===== src/design/fan_pwm_tach_stall_monitor_defines.svh =====
// Assertion macros shared by the fan PWM and tachometer monitor RTL.
// Depends on nothing; included by modules that carry concurrent checks.
`ifndef FAN_PWM_TACH_STALL_MONITOR_DEFINES_SVH
`define FAN_PWM_TACH_STALL_MONITOR_DEFINES_SVH

// The consequent must hold in the same cycle as the antecedent.
`define FPTS_ASSERT_SAME(label, clk, rst_n, ante, cons) \
    label: assert property (@(posedge clk) disable iff (!(rst_n)) (ante) |-> (cons)) \
        else $error("fpts check failed in the same cycle");

// The consequent must hold in the cycle after the antecedent.
`define FPTS_ASSERT_NEXT(label, clk, rst_n, ante, cons) \
    label: assert property (@(posedge clk) disable iff (!(rst_n)) (ante) |=> (cons)) \
        else $error("fpts check failed one cycle later");

// The expression must never be true out of reset.
`define FPTS_ASSERT_NEVER(label, clk, rst_n, expr) \
    label: assert property (@(posedge clk) disable iff (!(rst_n)) !(expr)) \
        else $error("fpts forbidden condition seen");

`endif


===== src/design/fpts_pkg.sv =====
// Shared types and constants for the fan PWM, tachometer and stall monitor.
// Depends on nothing; imported by the register block and the top level.
`timescale 1ns / 1ps
`default_nettype none

package fpts_pkg;

    localparam int CFG_IDX_BITS = 3;
    localparam int CFG_ADDR_BITS = 5;

    localparam logic [CFG_IDX_BITS-1:0] REG_DUTY            = 3'd0;
    localparam logic [CFG_IDX_BITS-1:0] REG_PWM_PERIOD      = 3'd1;
    localparam logic [CFG_IDX_BITS-1:0] REG_WINDOW_PERIODS  = 3'd2;
    localparam logic [CFG_IDX_BITS-1:0] REG_TACH_DELAY      = 3'd3;
    localparam logic [CFG_IDX_BITS-1:0] REG_STALL_THRESHOLD = 3'd4;
    localparam logic [CFG_IDX_BITS-1:0] REG_STALL_LIMIT     = 3'd5;

    localparam logic [7:0]  RST_DUTY            = 8'd0;
    localparam logic [7:0]  RST_PWM_PERIOD      = 8'd100;
    localparam logic [9:0]  RST_WINDOW_PERIODS  = 10'd400;
    localparam logic [9:0]  RST_TACH_DELAY      = 10'd100;
    localparam logic [15:0] RST_STALL_THRESHOLD = 16'd20;
    localparam logic [7:0]  RST_STALL_LIMIT     = 8'd200;

    localparam logic OP_TICK  = 1'b0;
    localparam logic OP_CHECK = 1'b1;

    typedef struct packed {
        logic [7:0]  duty;
        logic [7:0]  pwm_period;
        logic [9:0]  window_periods;
        logic [9:0]  tach_delay;
        logic [15:0] stall_threshold;
        logic [7:0]  stall_limit;
    } cfg_t;

endpackage

`default_nettype wire


===== src/design/fpts_regs.sv =====
// APB-style configuration register block for the fan monitor.
// Depends on fpts_pkg for the register indexes, reset values and cfg_t.
`timescale 1ns / 1ps
`default_nettype none

module fpts_regs
    import fpts_pkg::*;
(
    input  wire logic                     aclk,
    input  wire logic                     aresetn,
    input  wire logic                     psel,
    input  wire logic                     penable,
    input  wire logic                     pwrite,
    input  wire logic [CFG_ADDR_BITS-1:0] paddr,
    input  wire logic [31:0]              pwdata,
    output logic      [31:0]              prdata,
    output logic                          pready,
    output cfg_t                          cfg
);

    cfg_t                    cfg_reg;
    cfg_t                    cfg_next;
    logic                    wr_en;
    logic [CFG_IDX_BITS-1:0] idx;

    assign pready = 1'b1;
    assign wr_en  = psel && penable && pwrite && pready;
    assign idx    = paddr[CFG_ADDR_BITS-1:2];
    assign cfg    = cfg_reg;

    always_comb begin
        cfg_next = cfg_reg;
        if (wr_en) begin
            unique case (idx)
                REG_DUTY:            cfg_next.duty            = pwdata[7:0];
                REG_PWM_PERIOD:      cfg_next.pwm_period      = pwdata[7:0];
                REG_WINDOW_PERIODS:  cfg_next.window_periods  = pwdata[9:0];
                REG_TACH_DELAY:      cfg_next.tach_delay      = pwdata[9:0];
                REG_STALL_THRESHOLD: cfg_next.stall_threshold = pwdata[15:0];
                REG_STALL_LIMIT:     cfg_next.stall_limit     = pwdata[7:0];
                default:             cfg_next = cfg_reg;
            endcase
        end
    end

    always_comb begin
        unique case (idx)
            REG_DUTY:            prdata = {24'd0, cfg_reg.duty};
            REG_PWM_PERIOD:      prdata = {24'd0, cfg_reg.pwm_period};
            REG_WINDOW_PERIODS:  prdata = {22'd0, cfg_reg.window_periods};
            REG_TACH_DELAY:      prdata = {22'd0, cfg_reg.tach_delay};
            REG_STALL_THRESHOLD: prdata = {16'd0, cfg_reg.stall_threshold};
            REG_STALL_LIMIT:     prdata = {24'd0, cfg_reg.stall_limit};
            default:             prdata = 32'd0;
        endcase
    end

    always_ff @(posedge aclk) begin
        if (!aresetn) begin
            cfg_reg.duty            <= RST_DUTY;
            cfg_reg.pwm_period      <= RST_PWM_PERIOD;
            cfg_reg.window_periods  <= RST_WINDOW_PERIODS;
            cfg_reg.tach_delay      <= RST_TACH_DELAY;
            cfg_reg.stall_threshold <= RST_STALL_THRESHOLD;
            cfg_reg.stall_limit     <= RST_STALL_LIMIT;
        end else begin
            cfg_reg <= cfg_next;
        end
    end

endmodule

`default_nettype wire


===== src/design/fan_pwm_tach_stall_monitor.sv =====
// A result reaches the m_ side in the cycle after its request is accepted.
// Throughput: one request per cycle; s_tready is high whenever the result register
// is empty or its result is taken in the same cycle, so only m_tready sets the rate.
// Reset (aresetn low, synchronous) clears all counters, sets the pin level high,
// empties the result register and restores every configuration register.
// Top level of the fan PWM, tachometer and stall monitor; uses fpts_pkg and fpts_regs.
`timescale 1ns / 1ps
`default_nettype none
`include "fan_pwm_tach_stall_monitor_defines.svh"

module fan_pwm_tach_stall_monitor
    import fpts_pkg::*;
#(
    parameter int SPEED_BITS = 16
) (
    input  wire logic                     aclk,
    input  wire logic                     aresetn,
    input  wire logic                     psel,
    input  wire logic                     penable,
    input  wire logic                     pwrite,
    input  wire logic [CFG_ADDR_BITS-1:0] paddr,
    input  wire logic [31:0]              pwdata,
    output logic      [31:0]              prdata,
    output logic                          pready,
    input  wire logic                     s_tvalid,
    output logic                          s_tready,
    input  wire logic [7:0]               s_tdata,  // [0] tach_level, [7:1] zero
    input  wire logic                     s_tuser,  // [0] op
    output logic                          m_tvalid,
    input  wire logic                     m_tready,
    output logic      [23:0]              m_tdata   // [0] pwm_level, [16:1] speed_count,
                                                    // [17] speed_updated,
                                                    // [18] stall_fault, [23:19] zero
);

    localparam int SPEED_EXT = (SPEED_BITS > 16) ? SPEED_BITS : 16;

    cfg_t cfg;

    fpts_regs u_regs (
        .aclk    (aclk),
        .aresetn (aresetn),
        .psel    (psel),
        .penable (penable),
        .pwrite  (pwrite),
        .paddr   (paddr),
        .pwdata  (pwdata),
        .prdata  (prdata),
        .pready  (pready),
        .cfg     (cfg)
    );

    logic                  pin_reg,      pin_next;
    logic [7:0]            period_reg,   period_next;
    logic [9:0]            window_reg,   window_next;
    logic [SPEED_BITS-1:0] pulse_reg,    pulse_next;
    logic [SPEED_BITS-1:0] latched_reg,  latched_next;
    logic                  prev_tach_reg, prev_tach_next;
    logic                  qbusy_reg,    qbusy_next;
    logic [9:0]            qcount_reg,   qcount_next;
    logic [8:0]            fail_reg,     fail_next;
    logic                  m_valid_reg;
    logic [23:0]           m_data_reg,   m_data_next;

    logic                  accept;
    logic                  op;
    logic                  tach;
    logic [7:0]            pc_inc;
    logic [9:0]            wc_inc;
    logic [9:0]            qc_inc;
    logic [8:0]            fc_inc;
    logic                  wrap_period;
    logic                  wrap_window;
    logic                  sample;
    logic [SPEED_BITS-1:0] pulse_base;
    logic                  fault;
    logic                  low_speed;
    logic [SPEED_EXT-1:0]  latched_ext;
    logic [SPEED_EXT-1:0]  thr_ext;
    logic [SPEED_EXT-1:0]  lat_next_ext;

    assign s_tready = !m_valid_reg || m_tready;
    assign accept   = s_tvalid && s_tready;
    assign op       = s_tuser;
    assign tach     = s_tdata[0];
    assign m_tvalid = m_valid_reg;
    assign m_tdata  = m_data_reg;

    assign pc_inc      = period_reg + 8'd1;
    assign wc_inc      = window_reg + 10'd1;
    assign qc_inc      = (qcount_reg != 10'h3FF) ? qcount_reg + 10'd1 : qcount_reg;
    assign fc_inc      = fail_reg + 9'd1;
    assign wrap_period = (pc_inc >= cfg.pwm_period) || (pc_inc == 8'd0);
    assign wrap_window = wrap_period
                         && ((wc_inc >= cfg.window_periods) || (wc_inc == 10'd0));
    assign sample      = qbusy_reg && (qc_inc >= cfg.tach_delay);
    assign pulse_base  = wrap_window ? '0 : pulse_reg;
    assign latched_ext = SPEED_EXT'(latched_reg);
    assign thr_ext     = SPEED_EXT'(cfg.stall_threshold);
    assign low_speed   = latched_ext < thr_ext;

    always_comb begin
        pin_next       = pin_reg;
        period_next    = period_reg;
        window_next    = window_reg;
        pulse_next     = pulse_reg;
        latched_next   = latched_reg;
        prev_tach_next = prev_tach_reg;
        qbusy_next     = qbusy_reg;
        qcount_next    = qcount_reg;
        fail_next      = fail_reg;
        fault          = 1'b0;
        if (op == OP_TICK) begin
            pin_next    = (period_reg < cfg.duty) ? 1'b0 : 1'b1;
            period_next = wrap_period ? 8'd0 : pc_inc;
            if (wrap_period) begin
                window_next = wrap_window ? 10'd0 : wc_inc;
            end
            latched_next = wrap_window ? pulse_reg : latched_reg;
            pulse_next   = pulse_base;
            if (qbusy_reg) begin
                qcount_next = qc_inc;
                if (sample) begin
                    qbusy_next = 1'b0;
                    if (tach && !(&pulse_base)) begin
                        pulse_next = pulse_base + SPEED_BITS'(1);
                    end
                end
            end else if (tach && !prev_tach_reg) begin
                qbusy_next  = 1'b1;
                qcount_next = 10'd0;
            end
            prev_tach_next = tach;
        end else begin
            if (low_speed) begin
                if (fc_inc > {1'b0, cfg.stall_limit}) begin
                    fail_next = {1'b0, cfg.stall_limit};
                    fault     = 1'b1;
                end else begin
                    fail_next = fc_inc;
                end
            end else begin
                fail_next = 9'd0;
            end
        end
    end

    assign lat_next_ext = SPEED_EXT'(latched_next);
    assign m_data_next  = {5'd0, fault, (op == OP_TICK) && wrap_window,
                           lat_next_ext[15:0], pin_next};

    always_ff @(posedge aclk) begin
        if (!aresetn) begin
            pin_reg       <= 1'b1;
            period_reg    <= 8'd0;
            window_reg    <= 10'd0;
            pulse_reg     <= '0;
            latched_reg   <= '0;
            prev_tach_reg <= 1'b0;
            qbusy_reg     <= 1'b0;
            qcount_reg    <= 10'd0;
            fail_reg      <= 9'd0;
            m_valid_reg   <= 1'b0;
        end else begin
            if (accept) begin
                pin_reg       <= pin_next;
                period_reg    <= period_next;
                window_reg    <= window_next;
                pulse_reg     <= pulse_next;
                latched_reg   <= latched_next;
                prev_tach_reg <= prev_tach_next;
                qbusy_reg     <= qbusy_next;
                qcount_reg    <= qcount_next;
                fail_reg      <= fail_next;
                m_valid_reg   <= 1'b1;
            end else if (m_tready) begin
                m_valid_reg   <= 1'b0;
            end
        end
    end

    always_ff @(posedge aclk) begin
        if (accept) begin
            m_data_reg <= m_data_next;
        end
    end

    `FPTS_ASSERT_NEVER(a_period_in_range, aclk, aresetn, period_reg == 8'hFF)
    `FPTS_ASSERT_SAME(a_ready_when_empty, aclk, aresetn, !m_valid_reg, s_tready)
    `FPTS_ASSERT_NEXT(a_window_end_clears, aclk, aresetn,
        accept && (op == OP_TICK) && wrap_window,
        (window_reg == 10'd0) && (period_reg == 8'd0) && (pulse_reg <= 1))
    `FPTS_ASSERT_NEXT(a_fault_saturates, aclk, aresetn,
        accept && (op == OP_CHECK) && fault,
        (fail_reg == {1'b0, cfg.stall_limit}) && m_tdata[18])
    `FPTS_ASSERT_NEXT(a_check_keeps_tick_state, aclk, aresetn,
        accept && (op == OP_CHECK),
        $stable(period_reg) && $stable(window_reg) && $stable(pulse_reg)
        && $stable(qbusy_reg))

endmodule

`default_nettype wire

===== config.mk =====
export PLATFORM = sky130hd
export DESIGN_NAME = fan_pwm_tach_stall_monitor
export DESIGN_NICKNAME = d
export VERILOG_FILES = /design/src/design/fpts_pkg.sv /design/src/design/fpts_regs.sv /design/src/design/fan_pwm_tach_stall_monitor.sv
export VERILOG_INCLUDE_DIRS = /design/src /design/src/design
export SDC_FILE = /design/constraint.sdc
export NUM_CORES = 1
export LEC_CHECK = 0
export BUFFER_PORTS_ARGS = -buffer_cell sky130_fd_sc_hd__buf_2
export CORE_ASPECT_RATIO = 0.7
export CORE_MARGIN = 3
export CORE_UTILIZATION = 35
export CTS_CLUSTER_SIZE = 24
export DETAILED_ROUTE_END_ITERATION = 12
export HOLD_SLACK_MARGIN = 0.06
export SYNTH_ARGS = -nofsm -noshare
export SYNTH_HDL_FRONTEND = slang
export SYNTH_SLANG_ARGS = --single-unit

===== constraint.sdc =====
create_clock -name aclk -period 10.9 [get_ports aclk]
set_input_delay 1.635 -clock aclk [delete_from_list [all_inputs] [get_ports aclk]]
set_output_delay 1.635 -clock aclk [all_outputs]
set_load 0.05 [all_outputs]

==> flow_summary.ini, run 1 <==
[layout]
design_area_mm2 = 0.00986
num-nets-final = 1202
fin_util_pct = 40.8
layout_commonest_cell = nand2_1
final_cells = 1416
regArea_mm2 = 0.00323
largest_reg_flops = 60
drive_gt1_share_pct = 11.8
multiInputGateArea_mm2 = 0.00505
syn_to_final_growth_pct = 11.8
antenna_cells = 0
nFillCells = 2415
layout_common_cells = nand2_1 (145), dfxtp_1 (133), nor2_1 (96)

[floorplanning]
die_x_um = 196
floorplan.initialDensity_pct = 36.5
fp.dieH_um = 139
core-area_mm2 = 0.0242
rows = 47
die-area_mm2 = 0.0272
io_pins = 112

[logic_synthesis]
synth-compound-area-share_pct = 15.7
synth_cell_types = 66
synth_ff_type = dfxtp_1
synth_edf_count = 19
netlist_area_mm2 = 0.00882
yosys_warnings = 0
synth_xor_area_share_pct = 4.17
syn_inst = 1051
yosys.area_share.adder_pct = 9.08
syn_area_per_cell_um2 = 8.39
synth-seq-cells = 152
async_flop_share_pct = 0
synth_top_family_by_area = simple AND/OR/NAND/NOR gates
synth-simple-area-share_pct = 20.3
synth_mux_area_share_pct = 6.85
ys_seq_area_share_pct = 36.7

[sta]
worstMarginPinSlew_ns = 1.07
tns_ns = 0
slew_headroom_pct = 28.3
final_hold_viol_count = 0
min_period_over_period_pct = 50.7
drv_slew = 0
fin_crit_ns = 5.53
rsz0062_at_grt = no
timing.fmax_mhz = 181
finalSetupViolations = 0
fin_worst_skew_ns = 0.00969

[route]
dr.pass1.iters = 5
drc = 0
wl_mm = 23.7
routedWlPerCell_um = 16.7
via_per_inst = 5.26
drt_iter0_markers = 604
ant_nets = 0
dr_total_vias = 7442

[setup_path]
cp.arrival_ns = 5.88
cp.required_ns = 11.26
critPathLaunchType = register
criticalPathCategory = register to register
endpoint_kind = register
critPathMaxFanout = 23

[place]
dpl.cell_count = 1384
placed_cell_area_mm2 = 0.00927
portBuffers = 64
hpwl_mm = 17.0
finalWeightedCongestion = 0.850

[global_routing]
grt_pass1_vias = 6717
grt_pass1_wl_mm = 37.7
grt_max_degree = 58
antenna_found_initial = 0
grt.total_usage_pct = 17.5
grt_overflow = 0

[clock_network]
clk_pin_slew_ns = 0.06
cts_max_level = 4
insertion_delay_ns = 0.43
tritoncts = built
hold_buffers = 0
clkSinkCount = 152
post_cts_buffers = 0
cts_buffers = 17
cts_resized = 0
clockRootBuffer = clkbuf_16
clk_path_buf_depth = 2

[run]
max-cap-violations = 0

[hold_path]
hold_class = register to register

[power_and_ir_drop]
p_per_area_mw_per_mm2 = 130
p_leak_nw = 4.06
ir_drop_v = 0.0000825
p_total_mw = 1.28

[status]
status = complete, no violations
## final cells by class
cell class / instances / share of cell area (%)
flip-flops and latches: 152 / 32.8
well taps: 318 / 4.04
multi-input cells: 784 / 51.3
repair buffers: 69 / 3.63
inverters: 61 / 2.34
clock buffers: 18 / 4.46
clock inverters: 14 / 1.49
## where the power goes
part           total, mW  switching, mW  internal, mW
sequential         0.579        0.00521         0.574
clock              0.598          0.253         0.345
combinational      0.105         0.0831        0.0220
total               1.28          0.341         0.940
## cells in the mapped netlist, types with 4 or more instances
library cell,number,area (um^2)
or4_1,5,37.5
nor2_1,96,360
ha_1,64,801
o211ai_1,17,128
a21oi_1,73,365
a22oi_1,23,173
o311ai_0,4,35.0
mux2_1,4,45.0
nand2_1,145,544
nor3b_1,4,30.0
inv_1,61,229
and2_1,16,100
a21o_1,9,67.6
buf_4,24,180
nor2b_1,13,81.3
xnor2_1,24,210
o21ai_0,40,200
buf_2,9,45.0
and3_1,13,81.3
nand2b_1,7,43.8
nor3_1,13,65.1
nand3_1,27,135
o21a_1,6,45.0
edfxtp_1,19,571
nand4_1,13,81.3
clkbuf_1,36,135
a22o_1,4,35.0
xor2_1,18,158
a31oi_1,6,37.5
dfxtp_1,133,2660
or3_1,8,50.1
mux2i_1,39,390
o22ai_1,4,25.0
nor4_1,7,43.8
o221ai_1,4,35.0
mux2_2,15,169
## stage by stage
step	hold slack (ns)	setup slack, ns
after CTS	0.461	5.52
after floorplan	0.437	5.90
after global routing	0.496	5.08
after detailed placement	0.452	5.56
final	0.460	5.37
after global placement	0.444	5.66
## critical path, cell delays in order, from the launching register on
cell and delay [ns]:
dfxtp_1 0.55, nand3_1 0.27, o21ai_0 0.32, nand2_1 0.14, ha_1 0.33, nand4_1 0.10, o31ai_1 0.62, o21bai_1 0.50
o31a_4 0.43, nor2b_1 0.08, ha_1 0.23, nand3_1 0.18, nor2_1 0.14, and3_1 0.27, or4_1 0.67, or4_1 0.49
a21oi_1 0.14
## metal layers
metal / up-vias / global-route usage [%] / routed length (um)
met5: - / 0 / 0
met4: 0 / 4.87 / 405
met3: 33 / 3.45 / 1190
met2: 180 / 25.5 / 10200
met1: 3528 / 26.2 / 11900
li1: 3701 / - / -
## worst paths after layout
| kind | start | to | slack (ns) | cells after the start |
|---|---|---|---|---|
| worst min register to register | prev_tach_reg$_SDFFE_PN0P_ | prev_tach_reg$_SDFFE_PN0P_ | 0.46 | 2 |
| worst min-delay path | prev_tach_reg$_SDFFE_PN0P_ | prev_tach_reg$_SDFFE_PN0P_ | 0.46 | 2 |
| worst max register to register | period_reg[2]$_SDFFE_PN0P_ | pulse_reg[4]$_SDFFE_PN0P_ | 5.37 | 16 |
| worst max-delay path | period_reg[2]$_SDFFE_PN0P_ | pulse_reg[4]$_SDFFE_PN0P_ | 5.37 | 16 |
## cells by family after synthesis
family	Yosys count
AND/OR/NAND/NOR	382
AO/OA/AOI/OAI	216
flip-flops	152
buffers and inverters	135
adder cells (fa/ha/maj)	64
multiplexers	58
XOR/XNOR	42
other	2
No activity file was read; power rests on OpenSTA's default activity.
==> run 2: changes to the inputs <==
- ABC_AREA: default -> 1
- clock period: 10.9 -> 5.3 ns (I/O delays scaled with it)
==> run 2 against run 1 <==
Against the previous run:
- hold slack barely moved
- die area fell by 1.5%
- routed wire length increased by 0.84%
- final cell count rose by 12%
- largest power group unchanged
- design area up 0.47%
==> flow_summary.ini, run 2 <==
[global_routing]
grt_pass1_vias = 6910
grt_overflow = 0
grt_max_degree = 72
grt.total_usage_pct = 17.7
antenna_found_initial = 0
grt_pass1_wl_mm = 37.3

[clock_network]
clk_path_buf_depth = 2
clockRootBuffer = clkbuf_16
insertion_delay_ns = 0.44
post_cts_buffers = 0
tritoncts = built
clk_pin_slew_ns = 0.07
cts_max_level = 4
cts_buffers = 17
hold_buffers = 0
cts_resized = 0
clkSinkCount = 152

[logic_synthesis]
yosys-top-cells-count = nand2_1 (210), inv_1 (181), a21oi_1 (135)
ys_seq_area_share_pct = 37.2
ys_top_cells_by_area = dfxtp_1 (31%), ha_1 (9.2%), nand2_1 (9.1%), inv_1 (7.8%), a21oi_1 (7.8%)
synth_top_area_share_pct = 30.7
synth_cell_types = 50
syn_area_per_cell_um2 = 7.29
netlist_area_mm2 = 0.00869
yosysMostFrequentCell = nand2_1
synth_ff_type = dfxtp_1
async_flop_share_pct = 0
synth_area_leader_cell = dfxtp_1
syn_inst = 1192
synth_edf_count = 19
synth-seq-cells = 152
yosys_warnings = 0

[setup_path]
endpoint_kind = register
cp.arrival_ns = 4.30
critPathMaxFanout = 25
critPathLaunch = period_reg[0]$_SDFFE_PN0P_
regToRegStartpoint = period_reg[0]$_SDFFE_PN0P_
cp.required_ns = 5.60
critPathLaunchType = register
criticalPathCategory = register to register

[floorplanning]
floorplan.initialDensity_pct = 36.2
core-area_mm2 = 0.0240
die-area_mm2 = 0.0268
die_x_um = 194
fp.dieH_um = 138
rows = 47
io_pins = 112

[status]
status = complete, no violations

[sta]
final_hold_viol_count = 0
worstMarginPinSlew_ns = 0.878
drv_slew = 0
min_period_over_period_pct = 75.5
rsz0062_at_grt = no
fin_crit_ns = 4.00
tns_ns = 0
finalSetupViolations = 0
whs_ns = 0.460
fin_worst_skew_ns = 0.0100
slew_headroom_pct = 41.4
timing.fmax_mhz = 250

[power_and_ir_drop]
p_per_area_mw_per_mm2 = 295
ir_drop_v = 0.000220
p_leak_nw = 4.39

[layout]
largest_reg_flops = 60
layout_common_cells = nand2_1 (210), inv_1 (181), a21oi_1 (135)
drive_gt1_share_pct = 11.1
layout_commonest_cell = nand2_1
syn_to_final_growth_pct = 14.0
antenna_cells = 0
num-nets-final = 1365

[route]
via_per_inst = 5.00
wl_mm = 23.9
drc = 0
routedWlPerCell_um = 15.1
dr_total_vias = 7896
drt_iter0_markers = 687
ant_nets = 0
dr.pass1.iters = 7

[place]
hpwl_mm = 17.8
finalWeightedCongestion = 0.888
portBuffers = 64

[hold_path]
hold_class = register to register
worstHoldStart = prev_tach_reg$_SDFFE_PN0P_

[run]
max-cap-violations = 0
-- run 2: cell types whose count changed in the layout (fill, tap and decap cells not counted), moves of 9 or more --
cell,before,now
inv_1,60,181
nand2_1,145,210
a21oi_1,73,135
o21ai_0,40,100
mux2i_1,39,1
xnor2_1,24,3
a22oi_1,23,4
and2_1,16,0
mux2_2,15,0
nand3_1,27,40
nor2b_1,13,0
and3_1,13,3
a21o_1,9,0
-- run 2: metrics by stage --
stage	area [um^2]	utilization, %	power [mW]	setup WS (ns)	cells
6_report	9900	41.3	2.92	1.30	1579
3_3_place_gp	9240	38.5	1.55	1.41	1547
3_5_place_dp	9240	38.5	1.56	1.40	1547
4_1_cts	9900	41.3	2.94	1.36	1579
2_1_floorplan	8760	-	1.47	1.90	1212
5_1_grt	9900	41.3	3.02	0.944	1579
-- run 2: cells by family after synthesis --
kind of cell	share of synthesized area [%]
and+or+nand+nor	21.6
AOI/OAI and AO/OA	18.6
buffers and inverters	11.5
DFF	37.2
adders and majority gates	9.22
xor gates and xnor gates	1.60
other	0.0865
muxes	0.115
-- run 2: metal layers --
layer / wire [um] / GRT usage (%) / vias up
met5: 0 / 0 / -
met4: 273 / 4.15 / 0
met3: 1650 / 4.08 / 25
met2: 9520 / 25.3 / 214
met1: 12500 / 26.8 / 3614
li1: - / - / 4043
-- run 2: where the power goes --
part / switching, mW / total, mW / internal [mW] / leakage, nW
clock: 0.539 / 1.39 / 0.849 / 0.319
combinational: 0.236 / 0.311 / 0.0749 / 2.81
sequential: 0.0211 / 1.22 / 1.20 / 1.27
-- run 2: path summary, 6_finish.rpt --
path | endpoint | slack (ns) | depth (start not counted)
max | pulse_reg[7]$_SDFFE_PN0P_ | 1.30 | 27
max reg2reg | pulse_reg[7]$_SDFFE_PN0P_ | 1.30 | 27
min reg2reg | prev_tach_reg$_SDFFE_PN0P_ | 0.46 | 2
min | prev_tach_reg$_SDFFE_PN0P_ | 0.46 | 2
-- run 2: final cells by class --
type	instances	area (um^2)
clock buffer	17	425
clock inverter	15	240
fill	2453	14100
inverter	184	691
multi-input combinational	820	4530
sequential	152	3230
tap	318	398
timing repair buffer	73	388
-- run 2: critical path, stage by stage (launching register included) --
cell     delay, ns
dfxtp_1       0.43
ha_1          0.21
nand2_1       0.08
nor2_1        0.14
nand2_1       0.10
xnor2_2       0.20
ha_1          0.26
nand2_1       0.08
nor2_1        0.05
nor3_1        0.14
nand2_1       0.08
a21oi_2       0.19
nand2_2       0.15
nand2_4       0.30
inv_1         0.10
nor2_1        0.11
ha_1          0.18
nand2_1       0.06
inv_1         0.07
nand4_1       0.12
nor2_2        0.23
nand2_4       0.14
nand2_2       0.13
nor2_1        0.09
nand2_1       0.07
nand2_1       0.04
nand2_1       0.05
nor2_1        0.03
